[config.mk]
export PLATFORM = sky130hd
export DESIGN_NAME = fifo_readers_writer_lock_top
export DESIGN_NICKNAME = d
export VERILOG_FILES = /design/src/rtl/fwl_pkg.sv /design/src/rtl/fwl_wait_queue.sv /design/src/rtl/fifo_readers_writer_lock_top.sv
export VERILOG_INCLUDE_DIRS = /design/src /design/src/rtl
export SDC_FILE = /design/constraint.sdc
export NUM_CORES = 1
export LEC_CHECK = 0
export ABC_AREA = 1
export BUFFER_PORTS_ARGS = -buffer_cell sky130_fd_sc_hd__buf_2
export CAP_MARGIN = 40
export CORE_MARGIN = 4
export CORE_UTILIZATION = 45
export DETAILED_ROUTE_END_ITERATION = 8
export HOLD_SLACK_MARGIN = 0.02
export PLACE_DENSITY_LB_ADDON = 0.3
export SLEW_MARGIN = 20
export SYNTH_ARGS = -nofsm -noshare
export SYNTH_HDL_FRONTEND = slang
export SYNTH_SLANG_ARGS = --single-unit
[constraint.sdc]
create_clock -name i_clk -period 3.2 [get_ports i_clk]
set_clock_uncertainty 0.15 [all_clocks]
set_input_delay 0.64 -clock i_clk [delete_from_list [all_inputs] [get_ports i_clk]]
set_output_delay 0.64 -clock i_clk [all_outputs]
set_load 0.02 [all_outputs]
[src/rtl/fifo_readers_writer_lock_top_macros.svh]
// Assertion helpers for the lock arbiter. Both forms are disabled while the
// synchronous active-low reset is low and are compiled out when SYNTH is set.
`ifndef FIFO_READERS_WRITER_LOCK_TOP_MACROS_SVH
`define FIFO_READERS_WRITER_LOCK_TOP_MACROS_SVH

`ifndef SYNTH
`define FWL_ASSERT_IMP(label, clk, rst_n, cond, prop) \
    label: assert property (@(posedge clk) disable iff (!rst_n) (cond) |-> (prop)) \
        else $error("lock arbiter check failed");
`define FWL_ASSERT_NXT(label, clk, rst_n, cond, prop) \
    label: assert property (@(posedge clk) disable iff (!rst_n) (cond) |=> (prop)) \
        else $error("lock arbiter check failed");
`else
`define FWL_ASSERT_IMP(label, clk, rst_n, cond, prop)
`define FWL_ASSERT_NXT(label, clk, rst_n, cond, prop)
`endif

`endif

[src/rtl/fwl_pkg.sv]
`default_nettype none

package fwl_pkg;

    localparam int QUEUE_DEPTH = 16;
    localparam int PTR_W       = $clog2(QUEUE_DEPTH);
    localparam int CNT_W       = $clog2(QUEUE_DEPTH + 1);
    localparam int ID_W        = 8;
    localparam int LIMIT_W     = 5;
    localparam int CMP_W       = (CNT_W > LIMIT_W) ? CNT_W : LIMIT_W;
    localparam int READERS_W   = 9;

    localparam logic [READERS_W-1:0] READERS_MAX = '1;
    localparam logic [LIMIT_W-1:0]   LIMIT_RESET = LIMIT_W'(16);

    localparam logic [1:0] CMD_ENTER_READ  = 2'd0;
    localparam logic [1:0] CMD_LEAVE_READ  = 2'd1;
    localparam logic [1:0] CMD_ENTER_WRITE = 2'd2;
    localparam logic [1:0] CMD_LEAVE_WRITE = 2'd3;

    localparam logic [2:0] ST_GRANTED   = 3'd0;
    localparam logic [2:0] ST_QUEUED    = 3'd1;
    localparam logic [2:0] ST_FULL      = 3'd2;
    localparam logic [2:0] ST_NO_HOLDER = 3'd3;
    localparam logic [2:0] ST_NONE      = 3'd4;

    localparam logic KIND_READ  = 1'b0;
    localparam logic KIND_WRITE = 1'b1;

    typedef struct packed {
        logic [1:0]      command;
        logic [ID_W-1:0] requester_id;
    } t_in_word;

    typedef struct packed {
        logic [2:0]      status;
        logic            grant_valid;
        logic [ID_W-1:0] grant_id;
        logic            grant_kind;
        logic            last;
    } t_out_word;

    typedef struct packed {
        logic [ID_W-1:0] id;
        logic            kind;
    } t_entry;

    typedef struct packed {
        logic   push;
        logic   pop;
        t_entry entry;
    } t_q_ctl;

endpackage

`default_nettype wire

[src/rtl/fwl_wait_queue.sv]
`default_nettype none

module fwl_wait_queue (
    input  wire                    i_clk,
    input  wire                    i_rst_n,
    input  wire  fwl_pkg::t_q_ctl  i_ctl,
    output logic [fwl_pkg::CNT_W-1:0] o_count,
    output fwl_pkg::t_entry        o_head_entry
);
    import fwl_pkg::*;

    t_entry            mem [QUEUE_DEPTH];
    t_entry            r_rdata;
    logic [PTR_W-1:0]  r_head;
    logic [PTR_W-1:0]  n_head;
    logic [PTR_W-1:0]  r_tail;
    logic [PTR_W-1:0]  n_tail;
    logic [CNT_W-1:0]  r_count;
    logic [CNT_W-1:0]  n_count;

    localparam logic [PTR_W-1:0] LAST_IDX = PTR_W'(QUEUE_DEPTH - 1);

    always_comb begin
        n_head  = r_head;
        n_tail  = r_tail;
        n_count = r_count;
        if (i_ctl.push) begin
            n_tail  = (r_tail == LAST_IDX) ? '0 : r_tail + 1'b1;
            n_count = r_count + 1'b1;
        end
        if (i_ctl.pop) begin
            n_head  = (r_head == LAST_IDX) ? '0 : r_head + 1'b1;
            n_count = r_count - 1'b1;
        end
    end

    always_ff @(posedge i_clk) begin
        if (!i_rst_n) begin
            r_head  <= '0;
            r_tail  <= '0;
            r_count <= '0;
        end else begin
            r_head  <= n_head;
            r_tail  <= n_tail;
            r_count <= n_count;
        end
    end

    // The read address follows the next head, so the registered data belongs to
    // the current head unless a push wrote that slot as it was read. A push never
    // meets a release walk on the same cycle, so a walk always reads the head afresh.
    always_ff @(posedge i_clk) begin
        if (i_ctl.push) begin
            mem[r_tail] <= i_ctl.entry;
        end
        r_rdata <= mem[n_head];
    end

    assign o_count      = r_count;
    assign o_head_entry = r_rdata;

endmodule

`default_nettype wire

[src/rtl/fifo_readers_writer_lock_top.sv]
// Enter words and leaves that free nobody are answered in the cycle after accept.
// A leave that frees queued readers reads the queue head on accept, then grants one
// reader per walk step and marks the last grant in a final step; freeing a writer
// grants it in the next walk step. Output stalls lengthen each step by the stall.
// Synchronous active-low reset empties the queue, clears all holders and sets
// queue_limit to 16; the queue memory itself is not cleared.
`default_nettype none

module fifo_readers_writer_lock_top (
    input  wire                          i_clk,
    input  wire                          i_rst_n,
    input  wire                          i_in_valid,
    input  wire  fwl_pkg::t_in_word      i_in_word,
    output logic                         o_in_stall,
    output logic                         o_out_valid,
    output fwl_pkg::t_out_word           o_out_word,
    input  wire                          i_out_stall,
    input  wire                          i_cfg_we,
    input  wire  [fwl_pkg::LIMIT_W-1:0]  i_cfg_wdata
);
    import fwl_pkg::*;

    localparam logic S_IDLE = 1'b0;
    localparam logic S_WALK = 1'b1;

    logic                 r_state;
    logic                 n_state;
    logic [READERS_W-1:0] r_readers;
    logic [READERS_W-1:0] n_readers;
    logic                 r_writer_act;
    logic                 n_writer_act;
    logic [CNT_W-1:0]     r_pend_w;
    logic [CNT_W-1:0]     n_pend_w;
    logic                 r_pend_valid;
    logic                 n_pend_valid;
    logic [ID_W-1:0]      r_pend_id;
    logic [ID_W-1:0]      n_pend_id;
    logic [LIMIT_W-1:0]   r_limit;
    logic                 r_out_valid;
    t_out_word            r_out;

    t_q_ctl               q_ctl;
    logic [CNT_W-1:0]     q_count;
    t_entry               q_head;

    logic                 can_load;
    logic                 in_accept;
    logic                 emit;
    t_out_word            res;
    logic [CMP_W-1:0]     lim_ext;
    logic [CMP_W-1:0]     eff_limit;
    logic                 q_full;

    fwl_wait_queue u_queue (
        .i_clk        (i_clk),
        .i_rst_n      (i_rst_n),
        .i_ctl        (q_ctl),
        .o_count      (q_count),
        .o_head_entry (q_head)
    );

    assign can_load   = !r_out_valid || !i_out_stall;
    assign o_in_stall = !((r_state == S_IDLE) && can_load);
    assign in_accept  = i_in_valid && !o_in_stall;

    assign lim_ext   = CMP_W'(r_limit);
    assign eff_limit = (lim_ext > CMP_W'(QUEUE_DEPTH)) ? CMP_W'(QUEUE_DEPTH) : lim_ext;
    assign q_full    = CMP_W'(q_count) >= eff_limit;

    always_comb begin
        n_state      = r_state;
        n_readers    = r_readers;
        n_writer_act = r_writer_act;
        n_pend_w     = r_pend_w;
        n_pend_valid = r_pend_valid;
        n_pend_id    = r_pend_id;
        q_ctl        = '0;
        emit         = 1'b0;
        res          = '0;
        res.last     = 1'b1;

        unique case (r_state)
            S_IDLE: begin
                if (in_accept) begin
                    q_ctl.entry.id = i_in_word.requester_id;
                    unique case (i_in_word.command)
                        CMD_ENTER_READ: begin
                            emit = 1'b1;
                            if (r_writer_act || (r_pend_w != '0)) begin
                                if (q_full) begin
                                    res.status = ST_FULL;
                                end else begin
                                    res.status       = ST_QUEUED;
                                    q_ctl.push       = 1'b1;
                                    q_ctl.entry.kind = KIND_READ;
                                end
                            end else if (r_readers == READERS_MAX) begin
                                res.status = ST_FULL;
                            end else begin
                                n_readers       = r_readers + 1'b1;
                                res.status      = ST_GRANTED;
                                res.grant_valid = 1'b1;
                                res.grant_id    = i_in_word.requester_id;
                                res.grant_kind  = KIND_READ;
                            end
                        end
                        CMD_ENTER_WRITE: begin
                            emit = 1'b1;
                            if ((r_readers != '0) || r_writer_act) begin
                                if (q_full) begin
                                    res.status = ST_FULL;
                                end else begin
                                    res.status       = ST_QUEUED;
                                    q_ctl.push       = 1'b1;
                                    q_ctl.entry.kind = KIND_WRITE;
                                    n_pend_w         = r_pend_w + 1'b1;
                                end
                            end else begin
                                n_writer_act    = 1'b1;
                                res.status      = ST_GRANTED;
                                res.grant_valid = 1'b1;
                                res.grant_id    = i_in_word.requester_id;
                                res.grant_kind  = KIND_WRITE;
                            end
                        end
                        CMD_LEAVE_READ: begin
                            if (r_readers == '0) begin
                                emit       = 1'b1;
                                res.status = ST_NO_HOLDER;
                            end else begin
                                n_readers = r_readers - 1'b1;
                                if ((r_readers != READERS_W'(1)) || (q_count == '0)) begin
                                    emit       = 1'b1;
                                    res.status = ST_NONE;
                                end else begin
                                    n_state      = S_WALK;
                                    n_pend_valid = 1'b0;
                                end
                            end
                        end
                        CMD_LEAVE_WRITE: begin
                            if (!r_writer_act) begin
                                emit       = 1'b1;
                                res.status = ST_NO_HOLDER;
                            end else begin
                                n_writer_act = 1'b0;
                                if ((r_readers != '0) || (q_count == '0)) begin
                                    emit       = 1'b1;
                                    res.status = ST_NONE;
                                end else begin
                                    n_state      = S_WALK;
                                    n_pend_valid = 1'b0;
                                end
                            end
                        end
                    endcase
                end
            end
            S_WALK: begin
                // A released reader is held back one step so that its last
                // flag can be settled once the following entry is known.
                if (can_load) begin
                    res.status      = ST_GRANTED;
                    res.grant_valid = 1'b1;
                    if ((q_count == '0) || (q_head.kind && (r_readers != '0))) begin
                        emit            = 1'b1;
                        res.grant_id    = r_pend_id;
                        res.grant_kind  = KIND_READ;
                        n_state         = S_IDLE;
                    end else if (q_head.kind) begin
                        q_ctl.pop       = 1'b1;
                        emit            = 1'b1;
                        n_writer_act    = 1'b1;
                        n_pend_w        = (r_pend_w != '0) ? r_pend_w - 1'b1 : r_pend_w;
                        res.grant_id    = q_head.id;
                        res.grant_kind  = KIND_WRITE;
                        n_state         = S_IDLE;
                    end else begin
                        q_ctl.pop       = 1'b1;
                        emit            = r_pend_valid;
                        n_readers       = r_readers + 1'b1;
                        n_pend_valid    = 1'b1;
                        n_pend_id       = q_head.id;
                        res.grant_id    = r_pend_id;
                        res.grant_kind  = KIND_READ;
                        res.last        = 1'b0;
                    end
                end
            end
        endcase
    end

    always_ff @(posedge i_clk) begin
        if (!i_rst_n) begin
            r_state      <= S_IDLE;
            r_readers    <= '0;
            r_writer_act <= 1'b0;
            r_pend_w     <= '0;
            r_pend_valid <= 1'b0;
            r_limit      <= LIMIT_RESET;
            r_out_valid  <= 1'b0;
        end else begin
            r_state      <= n_state;
            r_readers    <= n_readers;
            r_writer_act <= n_writer_act;
            r_pend_w     <= n_pend_w;
            r_pend_valid <= n_pend_valid;
            if (i_cfg_we) begin
                r_limit <= i_cfg_wdata;
            end
            if (emit) begin
                r_out_valid <= 1'b1;
            end else if (!i_out_stall) begin
                r_out_valid <= 1'b0;
            end
        end
    end

    always_ff @(posedge i_clk) begin
        r_pend_id <= n_pend_id;
        if (emit) begin
            r_out <= res;
        end
    end

    assign o_out_valid = r_out_valid;
    assign o_out_word  = r_out;

`include "fifo_readers_writer_lock_top_macros.svh"

    // A writer and readers never hold the lock together.
    `FWL_ASSERT_IMP(a_exclusive, i_clk, i_rst_n, r_writer_act, r_readers == '0)
    // The queue never holds more words than its storage.
    `FWL_ASSERT_IMP(a_q_bound, i_clk, i_rst_n, 1'b1, CMP_W'(q_count) <= CMP_W'(QUEUE_DEPTH))
    // A release walk starts only with no writer holding the lock.
    `FWL_ASSERT_IMP(a_walk_nowr, i_clk, i_rst_n, r_state == S_WALK, !r_writer_act)
    // Accepting a word that starts a walk never loads the output register.
    `FWL_ASSERT_NXT(a_walk_quiet, i_clk, i_rst_n, (r_state == S_IDLE) && (n_state == S_WALK),
                    r_out_valid == $past(r_out_valid && i_out_stall))

endmodule

`default_nettype wire
Yosys cells after proc, flatten, opt, wreduce, memory -nomap -nowiden
Memory sizes are Yosys's and may differ from the RTL's. A register that Yosys moved wholly into a read port is not among the register bits.
Cells that the tools add are included.

word-level totals
  register bits = 58
  memory bits (writable) = 144
  bits of input ports = 20
  output and inout port bits = 16
  memories = 1

cells by class
  $add $sub $neg = 8
  $lt $le $gt $ge = 2
  equal/unequal tests = 27
  multiplexer cells = 97
  bitwise gates (word level) = 4
  reductions and logical operators = 25

memories
  memory       words  width  read ports  clocked after memory_dff  wr ports  RTL line              source
  u_queue.mem  16     9      1           1                         1         fwl_wait_queue.sv:12  t_entry mem [QUEUE_DEPTH];

operators with widths
  cell                   count
  $mux W9                11
  $mux W5                11
  $mux W1                44
  $pmux W9 S2            2
  $mux W10               3
  $pmux W13 S2           1
  $ne A3 B3 Y1 const B   7
  $pmux W10 S2           1
  $pmux W1 S2            8
  $reduce_and A8 Y1      2
  $mux W3                5
  $mux W13               1
  $mux W4                3
  $ne A2 B1 Y1 const B   6
  $pmux W3 S4            1
  $mux W11               1
  $add A5 B1 Y5 const B  2
  $pmux W5 S2            1
  $sub A5 B1 Y5 const B  2
  $add A9 B1 Y9 const B  1
  $eq A9 B9 Y1 const B   1
  $logic_not A9 Y1       1
  $ne A3 B1 Y1 const B   3
  $ne A9 B1 Y1 const B   1
  other kinds (24)       44

Depth between registers and ports, before layout
  depth after elaboration = 10
  mapped depth = 17
  mapped depth without buffers = 17

Modules after synthesis
From an unflattened synthesis, not the netlist that was laid out.

unflattened totals
  cell total of the unflattened synthesis = 1,074
  area total of the unflattened synthesis = 10,184.8 µm²

modules (own cells, without submodules)
  module                        times used  cells an instance  area an instance (µm²)  sequential area each (µm²)
  fwl_wait_queue                1           670                7,153.1                 4,764.6
  fifo_readers_writer_lock_top  1           404                3,031.7                 1,121.1

Worst setup path after synthesis
No wires, ideal clock.

  path kind = reg-to-reg
  from = register r_limit[1] (netlist: lim_ext[1])
  to = memory u_queue.mem[7][0] (netlist bit), enable pin
  data arrival time = 2,408 ps
  required time = 2,663 ps
  slack = 255 ps
  cell stages (with the launch flop) = 15
  clock period less this slack = 2,945 ps
  path through = dfxtp_1 nor3_1 nand2_1 nand2_1 nand2_1 ha_1 nand2_1 a21oi_1 nor2_1 o21ai_0 nor2_1 nand2_1 nand2_1 nand2_1 nor3_1

between the ends
  word-level cells in the longest chain between the ends = 10
  elaborated cells on any way between the ends = 11
  those cells by class = order compare: 2; mux: 9

ends and longest elaborated chain
  what                             RTL line                                                                 source
  start, declared                  fifo_readers_writer_lock_top.sv:38                                       logic [LIMIT_W-1:0] r_limit;
  start signal, assigned           fifo_readers_writer_lock_top.sv:209                                      r_limit <= i_cfg_wdata;
  $gt A5 B5 Y1                     fifo_readers_writer_lock_top.sv:67                                       assign eff_limit = (lim_ext > CMP_W'(QUEUE_DEPTH)) ? CMP_W'(QUEUE_DEPTH) : lim_ext;
  $mux W5 *                        fifo_readers_writer_lock_top.sv:67
  $ge A5 B5 Y1 *                   fifo_readers_writer_lock_top.sv:68                                       assign q_full = CMP_W'(q_count) >= eff_limit;
  $mux W1 *                        fifo_readers_writer_lock_top.sv:90, fifo_readers_writer_lock_top.sv:110
  $mux W1 (on tied branches)       fifo_readers_writer_lock_top.sv:109, fifo_readers_writer_lock_top.sv:89
  $pmux W1 S2 *                    fifo_readers_writer_lock_top.sv:86                                       unique case (i_in_word.command)
  $mux W1 *                        fifo_readers_writer_lock_top.sv:84                                       if (in_accept) begin
  $mux W1 *                        fifo_readers_writer_lock_top.sv:82                                       unique case (r_state)
  $mux W1 *                        fwl_wait_queue.sv:53                                                     if (i_ctl.push) begin
  $mux W1 (not written as such) *  fwl_wait_queue.sv:54                                                     mem[r_tail] <= i_ctl.entry;
  end, declared                    fwl_wait_queue.sv:12

Mark *: on every way between the ends. The rest lies on a longest branch, timed or not.

Worst setup path after layout
  from = register r_limit[1] (netlist: lim_ext[1])
  to = memory u_queue.mem[3][6] (netlist bit), enable pin

Same word-level chain as after synthesis.

==> metrics.cfg <==
[layout]
layout_commonest_cell = nand2_1
diodes = 0
final_cells = 1410
drive_gt1_frac = 0.126
syn2layout_area_growth_pct = 14.5
layout.nets = 1156
final_cell_mix = nand2_1, nand3_1, inv_1, edfxtp_1, nor2_1

[pwr]
leakagePower_nw = 4.93
combinationalPowerShare = 0.064
p_seq_frac = 0.505
clkPwrFrac = 0.431
p_switching_mw = 1.37
p_per_area_nw_per_um2 = 526
irDropWorstVdd_uv = 304
sw_frac_of_total = 0.229
cellInternalPower_mw = 4.63

[routing]
avgRoutedWirePerCell_um = 16.1
highest_layer = met4
wl_met2_um = 9870
drc = 0
drtPass1Iterations = 4
finalWirelength_um = 22700
wl_met3_um = 1410
via_per_inst = 5.13
vias = 7231
drt-initial-drc-count = 633
antenna_left = 0
met1_length_um = 10900

[logic_synthesis]
ys_seq_area_frac = 0.589
synth_xor_area_frac = 0.00789
synth_compound_area_frac = 0.0556
ys_ff_latch = 211
synthCells = 1044
ys.flop_type = edfxtp_1
syn_nets = 1087
synth_cell_type_count = 41
synth_top_family_by_area = simple AND/OR/NAND/NOR gates
syn_area_sq_um = 9990
yosys.area_share.simple = 0.230
synth_edf_count = 166
synthMuxAreaShare = 0.00100
synth_warnings = 0
synth_top_area_cell = edfxtp_1
synth.avg_cell_area_sq_um = 9.56
synthTopCellsByArea = edfxtp_1, dfxtp_1, nand3_1
synthAdderAreaFrac = 0.0303
synth_top_area_share = 0.499
postSynth.asyncResetShare = 0

[timing]
fin_crit_ps = 2950
hold_viol = 0
rsz0062_at_grt = false
max_slew_margin = 0.577
fin_crit_sh = 0.923
worst_slew_pin_slew_ps = 633
fin_tns_setup_ps = 0
fmax_mhz = 339
slew_violations = 0
setup_viol = 0

[worst_setup_path]
path_buf_inv = 1
critPathMaxStageDelay_ps = 320
crit_chain = nor3_1, nand2_1, nand2_1, nand2_1, ha_1, nand2_1, a21oi_1, nor2_1, o21ai_0, nor2_1, nand2_1, nand2_1, nand2_1, nor2_1, buf_4
critPathKind = reg2reg
crit_family = simple AND/OR/NAND/NOR gates
crit_path_end_kind = register
cp_max_fo = 7
worstPathArrival_ps = 3030
crit_path_frequent_cell = nand2_1
cp_slowest_cell = dfxtp_1
cp_data_required_time_ps = 3280
cp-start-kind = register

[floorplan]
coreArea_sq_um = 21800
io_pins = 36
fp.dieW_um = 157
initial_core_util = 0.458
die_area_sq_um = 24600
fp.dieH_um = 157
rows = 54

[clocking]
post-cts-setup-buffers = 0
cts-root-buf = clkbuf_16
holdBufCountCts = 0
clkLatencyLatePin_ps = 520
cts_resized = 0
clk_path_buf_depth = 3
clkSlewWorstSetupHoldPaths_ps = 60
htreeDepth = 1
clock_sinks = 211
cts_buffers = 23
cts_tree = done

[global_route]
grt_pass1_wl_um = 35800
track_usage = 0.184
grt_start_max_net_pins = 46
grt_pass1_vias = 6628
antenna_found_initial = 0
overflow = 0

[place]
hpwl_um = 15100
placed_cells = 1368
place_congestion = 0.886
portBuffers = 35

[hold_path]
hp-class = in2reg

[status]
status = complete, no violations

[run]
maxCapViolCount = 0

-- per-stage QoR --
stage                     area (sq um)  power (mW)  setup slack [ps]   util  hold WS (ps)
after global placement           10700        3.47               333  0.489           259
after global routing             11400        6.21              16.8  0.524           197
after CTS                        11400        6.04               261  0.524           184
after floorplan                   9990        3.33               255      -           253
final                            11400        6.01               247  0.524           196
after detailed placement         10700        3.48               257  0.489           266
-- layout make-up --
cell class	instances	area, sq um
Tap cell	280	350
Sequential cell	211	5890
Clock inverter	16	153
Clock buffer	26	597
Timing Repair Buffer	75	526
Inverter	181	679
Multi-Input combinational cell	621	3240
Fill cell	1960	10400
-- flip-flops by register name, indices dropped and copies added (netlist names) --
| signal | count |
|---|---|
| lim_ext | 5 |
| o_out_valid | 1 |
| o_out_word | 14 |
| r_pend_id | 8 |
| r_pend_valid | 1 |
| r_pend_w | 5 |
| r_readers | 9 |
| r_state | 1 |
| r_writer_act | 1 |
| u_queue.mem | 144 |
| u_queue.o_count | 5 |
| u_queue.o_head_entry | 9 |
| u_queue.r_head | 4 |
| u_queue.r_tail | 4 |
-- worst paths after layout --
check	from	to	slack, ps	cells past startpoint
max	lim_ext[1]	u_queue.mem[3][6]	250	15
min	i_cfg_wdata[4]	lim_ext[4]	200	3
max reg2reg	lim_ext[1]	u_queue.mem[3][6]	250	15
min reg2reg	u_queue.o_head_entry[3]	r_pend_id[2]	280	0
-- Yosys cell counts (2+ instances only) --
cell	count
a21oi_1	32
inv_1	172
clkbuf_1	8
nand3_1	177
buf_1	2
o21ai_0	38
buf_6	4
or2_2	4
inv_2	8
o41ai_1	7
edfxtp_1	166
a31oi_1	2
nand2_1	190
buf_2	12
nand4_2	2
o22ai_1	4
fa_1	2
nand3b_1	28
dfxtp_1	45
nand4_1	6
xor2_1	6
buf_4	5
nor3_1	7
nand2_2	9
nor3b_1	2
xnor2_1	3
nor2_2	3
ha_1	21
nor2_1	60
o21bai_1	8
-- power groups by stage --
| stage | clock (mW) | combinational [mW] | sequential [mW] |
|---|---|---|---|
| final | 2.59 | 0.386 | 3.03 |
| after CTS | 2.62 | 0.384 | 3.03 |
| after global routing | 2.73 | 0.433 | 3.04 |
| after global placement | 0 | 0.378 | 3.09 |
| after detailed placement | 0 | 0.383 | 3.09 |
| after floorplan | 0 | 0.230 | 3.10 |
-- logic make-up after synthesis --
| kind of cell | after synthesis |
|---|---|
| compound gates | 96 |
| xor+xnor | 9 |
| fa+ha+maj | 23 |
| buf+inv | 212 |
| flops | 211 |
| mux | 1 |
| simple gates | 492 |
-- layer usage --
metal  vias to the layer above  track usage
met5                         -            0
met4                         0       0.0475
met3                        35       0.0278
met2                       219        0.277
met1                      3347        0.279
li1                       3630            -
-- worst reg2reg max path: cells and delay by family, from the launching register on --
family	cells	cell delay, ps
DFF	1	320
adders and majority gates	1	280
AOI/OAI and AO/OA	2	210
buffers and inverters	1	200
and+or+nand+nor	11	1530
Note: power is estimated with default switching activity, not from simulation.
